File: src/ppfc_pkg.sv
// ----------------------------------------------------------------------------
// ppfc_pkg
// Shared widths, register indexes, types and helpers for the pinhole
// projection and field-of-view cull block.
// ----------------------------------------------------------------------------
package ppfc_pkg;

  localparam int COORD_W   = 24;   // Q12.12 coordinate
  localparam int ROT_W     = 21;   // Q2.19 matrix entry
  localparam int PIX_W     = 20;   // Q12.8 pixel
  localparam int TAG_W     = 20;
  localparam int DEPTH_W   = 23;
  localparam int CFG_IDX_W = 3;
  localparam int CFG_DAT_W = 64;
  localparam int NUM_W     = 44;   // focal times coordinate, signed
  localparam int QUO_W     = 21;   // in-range quotient, signed

  localparam int MAX_POINTS_DEF = 1048576;

  localparam logic [CFG_IDX_W-1:0] REG_ROT_X   = 3'd0;
  localparam logic [CFG_IDX_W-1:0] REG_ROT_Y   = 3'd1;
  localparam logic [CFG_IDX_W-1:0] REG_ROT_Z   = 3'd2;
  localparam logic [CFG_IDX_W-1:0] REG_POS_XY  = 3'd3;
  localparam logic [CFG_IDX_W-1:0] REG_POS_Z   = 3'd4;
  localparam logic [CFG_IDX_W-1:0] REG_FOCAL   = 3'd5;
  localparam logic [CFG_IDX_W-1:0] REG_CENTER  = 3'd6;
  localparam logic [CFG_IDX_W-1:0] REG_IMG     = 3'd7;

  localparam logic [62:0] ROT_X_RST = 63'd524288;
  localparam logic [62:0] ROT_Y_RST = 63'd524288 << 21;
  localparam logic [62:0] ROT_Z_RST = 63'd524288 << 42;

  // divider result word
  typedef struct packed {
    logic                    vld;
    logic                    oor;   // floor quotient outside signed 21 bits
    logic signed [QUO_W-1:0] quo;
  } div_res_t;

  function automatic logic signed [COORD_W-1:0] sat24(input logic signed [31:0] v);
    if (v > 32'sd8388607) begin
      return 24'sh7FFFFF;
    end else if (v < -32'sd8388608) begin
      return 24'sh800000;
    end else begin
      return v[COORD_W-1:0];
    end
  endfunction

endpackage

File: src/ppfc_div.sv
// ----------------------------------------------------------------------------
// ppfc_div
// Pipelined restoring divider: signed numerator over positive divisor,
// floor quotient, one quotient bit per stage, range flag on the result.
// ----------------------------------------------------------------------------
module ppfc_div #(
  parameter int SW = 1
) (
  input  logic                                   clk,
  input  logic                                   rst_n,
  input  logic                                   in_vld,
  input  logic signed [ppfc_pkg::NUM_W-1:0]      in_num,
  input  logic [ppfc_pkg::DEPTH_W-1:0]           in_den,
  input  logic [SW-1:0]                          in_side,
  output ppfc_pkg::div_res_t                     res,
  output logic [SW-1:0]                          res_side
);
  import ppfc_pkg::*;

  localparam int QW    = 23;                 // top bit flags overflow
  localparam int MAG_W = NUM_W - 1;
  localparam int CMP_W = DEPTH_W + QW;

  logic                   vld_r  [QW+1];
  logic                   sgn_r  [QW+1];
  logic [MAG_W-1:0]       rem_r  [QW+1];
  logic [QW-1:0]          q_r    [QW+1];
  logic [DEPTH_W-1:0]     den_r  [QW+1];
  logic [SW-1:0]          side_r [QW+1];

  logic [NUM_W-1:0] abs_num;
  assign abs_num = in_num[NUM_W-1] ? (~in_num + 1'b1) : in_num;

  always_ff @(posedge clk) begin
    if (!rst_n) begin
      vld_r[0] <= 1'b0;
    end else begin
      vld_r[0] <= in_vld;
    end
    sgn_r[0]  <= in_num[NUM_W-1];
    rem_r[0]  <= abs_num[MAG_W-1:0];
    q_r[0]    <= '0;
    den_r[0]  <= in_den;
    side_r[0] <= in_side;
  end

  for (genvar k = 1; k <= QW; k++) begin : g_stage
    localparam int B = QW - k;
    logic [CMP_W-1:0] rem_ext, sub;
    logic             take;
    assign rem_ext = CMP_W'(rem_r[k-1]);
    assign sub     = CMP_W'(den_r[k-1]) << B;
    assign take    = rem_ext >= sub;

    always_ff @(posedge clk) begin
      if (!rst_n) begin
        vld_r[k] <= 1'b0;
      end else begin
        vld_r[k] <= vld_r[k-1];
      end
      sgn_r[k]  <= sgn_r[k-1];
      den_r[k]  <= den_r[k-1];
      side_r[k] <= side_r[k-1];
      rem_r[k]  <= take ? MAG_W'(rem_ext - sub) : rem_r[k-1];
      q_r[k]    <= q_r[k-1] | (take ? (QW'(1) << B) : '0);
    end
  end

  // floor correction and range check
  logic [QW-2:0] qmag;
  logic [QW-1:0] nmag;
  logic          rnz, ovf, oor;
  logic signed [QUO_W-1:0] quo;
  assign qmag = q_r[QW][QW-2:0];
  assign ovf  = q_r[QW][QW-1];
  assign rnz  = |rem_r[QW];
  assign nmag = {1'b0, qmag} + QW'(rnz);

  always_comb begin
    if (sgn_r[QW]) begin
      oor = ovf || (nmag > QW'(1048576));
      quo = QUO_W'(-$signed(nmag));
    end else begin
      oor = ovf || (qmag[QW-2:QUO_W-1] != '0);
      quo = $signed({1'b0, qmag[QUO_W-2:0]});
    end
  end

  always_ff @(posedge clk) begin
    if (!rst_n) begin
      res.vld <= 1'b0;
    end else begin
      res.vld <= vld_r[QW];
    end
    res.oor  <= oor;
    res.quo  <= quo;
    res_side <= side_r[QW];
  end

endmodule
File: config.mk
export PLATFORM = sky130hd
export DESIGN_NAME = ppfc_div
export DESIGN_NICKNAME = d
export VERILOG_FILES = /design/src/ppfc_pkg.sv /design/src/ppfc_div.sv
export SDC_FILE = /design/constraint.sdc
export NUM_CORES = 2
export LEC_CHECK = 0
export BUFFER_PORTS_ARGS = -buffer_cell sky130_fd_sc_hd__buf_2
export CAP_MARGIN = 25
export CELL_PAD_IN_SITES_DETAIL_PLACEMENT = 1
export CELL_PAD_IN_SITES_GLOBAL_PLACEMENT = 1
export CORE_ASPECT_RATIO = 1.1
export CORE_MARGIN = 2
export CORE_UTILIZATION = 50
export DETAILED_ROUTE_END_ITERATION = 8
export HOLD_SLACK_MARGIN = 0.05
export PLACE_DENSITY = 0.83
export SETUP_SLACK_MARGIN = 0.05
export SKIP_CTS_REPAIR_TIMING = 1
export SYNTH_ARGS = -nofsm -noshare
export SYNTH_HDL_FRONTEND = slang
export SYNTH_SLANG_ARGS = --single-unit
File: constraint.sdc
create_clock -name clk -period 4.6 [get_ports clk]
set_input_delay 0.23 -clock clk [delete_from_list [all_inputs] [get_ports clk]]
set_output_delay 0.23 -clock clk [all_outputs]
set_load 0.02 [all_outputs]
==> run metrics <==
vias per cell=5.96; Clock Skew=0.100 ns; Clock Path Buffers=3; Syn Std Cell Area=0.0785 mm²; Clock Pin Slew Worst Setup and Hold Paths=0.07 ns; fmax=222 MHz; Crit-path slowest cell=or4_2; status=complete, no violations; Total Wirelength=268 mm; Initial Util=0.503; CTS root buf=clkbuf_16; gp weighted congestion=between 0.9 and 1; maximum VDD drop=0.572 mV; CTS sink cnt=approximately 1900; crit-path max cell delay=0.76 ns; Util after Layout=0.575; EDFF count, synth=0; CTS tree=done; largest net degree at the start of global routing=47; P&R area growth vs syn=14.1%; syn avg cell area=about 9.6 µm²; total track usage=0.288; DIE WIDTH=382 µm; Post-Syn Instances=roughly 8200; PD cells=slightly below 800 mW/mm²; top-area cell type share of the netlist area=0.493; FFs w/ async S/R, synth=0; Slew @ Worst Pin=1.14 ns; clk_lat worst skew=slightly above 0.9 ns; part of the cycle the worst path needs=0.980; Arr. time, crit path=5.34 ns; worst path bufs/invs=3; Setup TNS=0 ns; crit path kind=in -> reg; fill count=17100; top_reg_cell synth=dfxtp_1; cell area after layout=0.0896 mm²; max-cap viol count=0; leading area contributor after synthesis=dfxtp_1; Post-Syn Nets=8809; Die ar.=0.160 mm²; CP Capture Type=register; Seq cells post-synth=1933; Final ANT Viol Nets=0; CTS H-tree lvls=4; Worst path top cell family by delay=simple AND/OR/NAND/NOR gates; top area cells in the synthesized netlist=dfxtp_1 49%, ha_1 8.4%, xnor2_1 4.1%; Worst Hold Class=in -> reg; WL/cell=25.0 µm; fin nets=9098; Total Power=between 70 and 80 mW; Leak=39.6 nW; WP data required=5.43 ns; Final setup viols=0; Synth top cells by count=1933 x dfxtp_1, 683 x inv_1, 616 x nand2_1, 582 x a21oi_1, 530 x ha_1; CTS buffer count=189; Worst setup SP type=primary input; first-pass GRT wire length=between 300 and 400 mm; initial antenna violation count=12; crit-path cells=dlygate4sd3_1, buf_2, or4_2, nor4_1, nand2_1, or3_1, or3_1, or4_1, or4_4, o21ai_1, xnor2_1, dlygate4sd3_1; I/O pin count=95; Crit Path Max Fanout=5; layout cell share with drive strength beyond 1=0.0741; max-slew violations=0; first-pass iteration count of the detailed router=8; DRC Markers=0; minimum clock period=4.51 ns; fin cells=10700; DR iter-0 viols=4431; sequential fraction of the synthesis area=0.493; DP Wirelength=about 160 mm; port bufs=94; Slew Limit Headroom=0.234; Inst Count DP=10200; placed inst area=~0.081 mm²; vias in the first global route=roughly 66000; Fin. Hold Viols=0; Overflow after GRT=0; post-synth cell types=86; Ys Warns=0; die height=420 µm; most frequent cell after synthesis=dfxtp_1; core region area=~0.16 mm²; # rows=~150; DR vias=between 60000 and 70000
-- power by group --
group | internal (mW) | switching [mW] | leakage (nW)
sequential | 21.5 | 3.89 | 16.2
clock | 9.76 | 7.56 | 3.30
combinational | 11.3 | 16.4 | 20.1
total | 42.6 | 27.8 | 39.6
-- through the flow --
stage / hold WS, ns / setup WS (ns)
floorplan: 0.258 / 1.17
global placement: 0.310 / 0.701
detailed placement: 0.313 / 0.469
CTS: -0.593 / 0.00465
global route: 0.0680 / -0.105
finish: 0.0931 / 0.0900
-- worst register-to-register path: stages (launching register included) --
cell,delay (ns)
dfxtp_1,0.44
inv_1,0.12
ha_1,0.39
and3_1,0.26
o21ai_0,0.19
and3_1,0.24
or4_1,0.58
a21oi_1,0.23
o21ai_0,0.18
nand2b_1,0.18
a211o_1,0.65
buf_4,0.31
nor2_1,0.07
a21oi_1,0.50
-- flip-flops by register name (all words and copies together) (netlist names) --
signal,flops
den_r,529
side_r,24
res,23
rem_r,1032
q_r,276
res_side,1
sgn_r,24
vld_r,24
-- final timing paths --
check                    from      endpoint  slack [ns]  depth (start not counted)
setup / recovery    in_num[5]  rem_r[0][39]        0.09                         12
hold / removal      in_num[0]   rem_r[0][0]        0.09                          2
hold reg to reg   q_r[1][173]    q_r[2][12]        0.29                          0
setup reg to reg  den_r[0][3]  rem_r[0][66]        0.11                         13
-- layer usage --
layer,GRT usage,vias up,wire length (µm)
li1,-,28800,-
met1,0.308,31200,97200
met2,0.544,2543,135000
met3,0.0412,1313,14600
met4,0.152,22,21000
met5,0,-,154
-- placed cells by master (no fill, tap or decap), drive strengths merged, types with 64 or more instances in the layout --
master / n
o31ai: 64
nor2: 513
nor4: 125
or3: 74
clkbuf: 252
nand3: 131
nand4: 88
inv: 690
buf: 139
xor2: 318
a21oi: 582
dfxtp: 1933
mux2: 96
xnor2: 370
nor3: 162
nor2b: 87
dlygate4sd3: 133
o21a: 80
o21ai: 515
ha: 530
nand2b: 98
nand2: 616
a21o: 239
-- logic make-up (layout without fill, tap and decap cells) --
family,count (synthesis),in the layout,synth area share
AND/OR/NAND/NOR,2170,2170,0.136
flip-flops,1933,1933,0.493
buffers and inverters,860,1303,0.0414
adder cells (fa/ha/maj),553,553,0.0903
XOR/XNOR,688,688,0.0768
other,0,7,0
AO/OA/AOI/OAI,1878,1878,0.148
multiplexers,103,103,0.0147
-- final cells by class --
type / count / area, µm² / share of cell area
clock buffer: 251 / 5290 / 0.0591
tap: 2079 / 2600 / 0.0290
antenna: 7 / 17.5 / 0.000195
clock inverter: 94 / 1580 / 0.0176
inverter: 685 / 2570 / 0.0287
sequential: 1933 / 38700 / 0.432
timing repair buffer: 273 / 2190 / 0.0244
multi-input combinational: 5392 / 36700 / 0.409
Note: power is estimated with default switching activity, not from simulation.
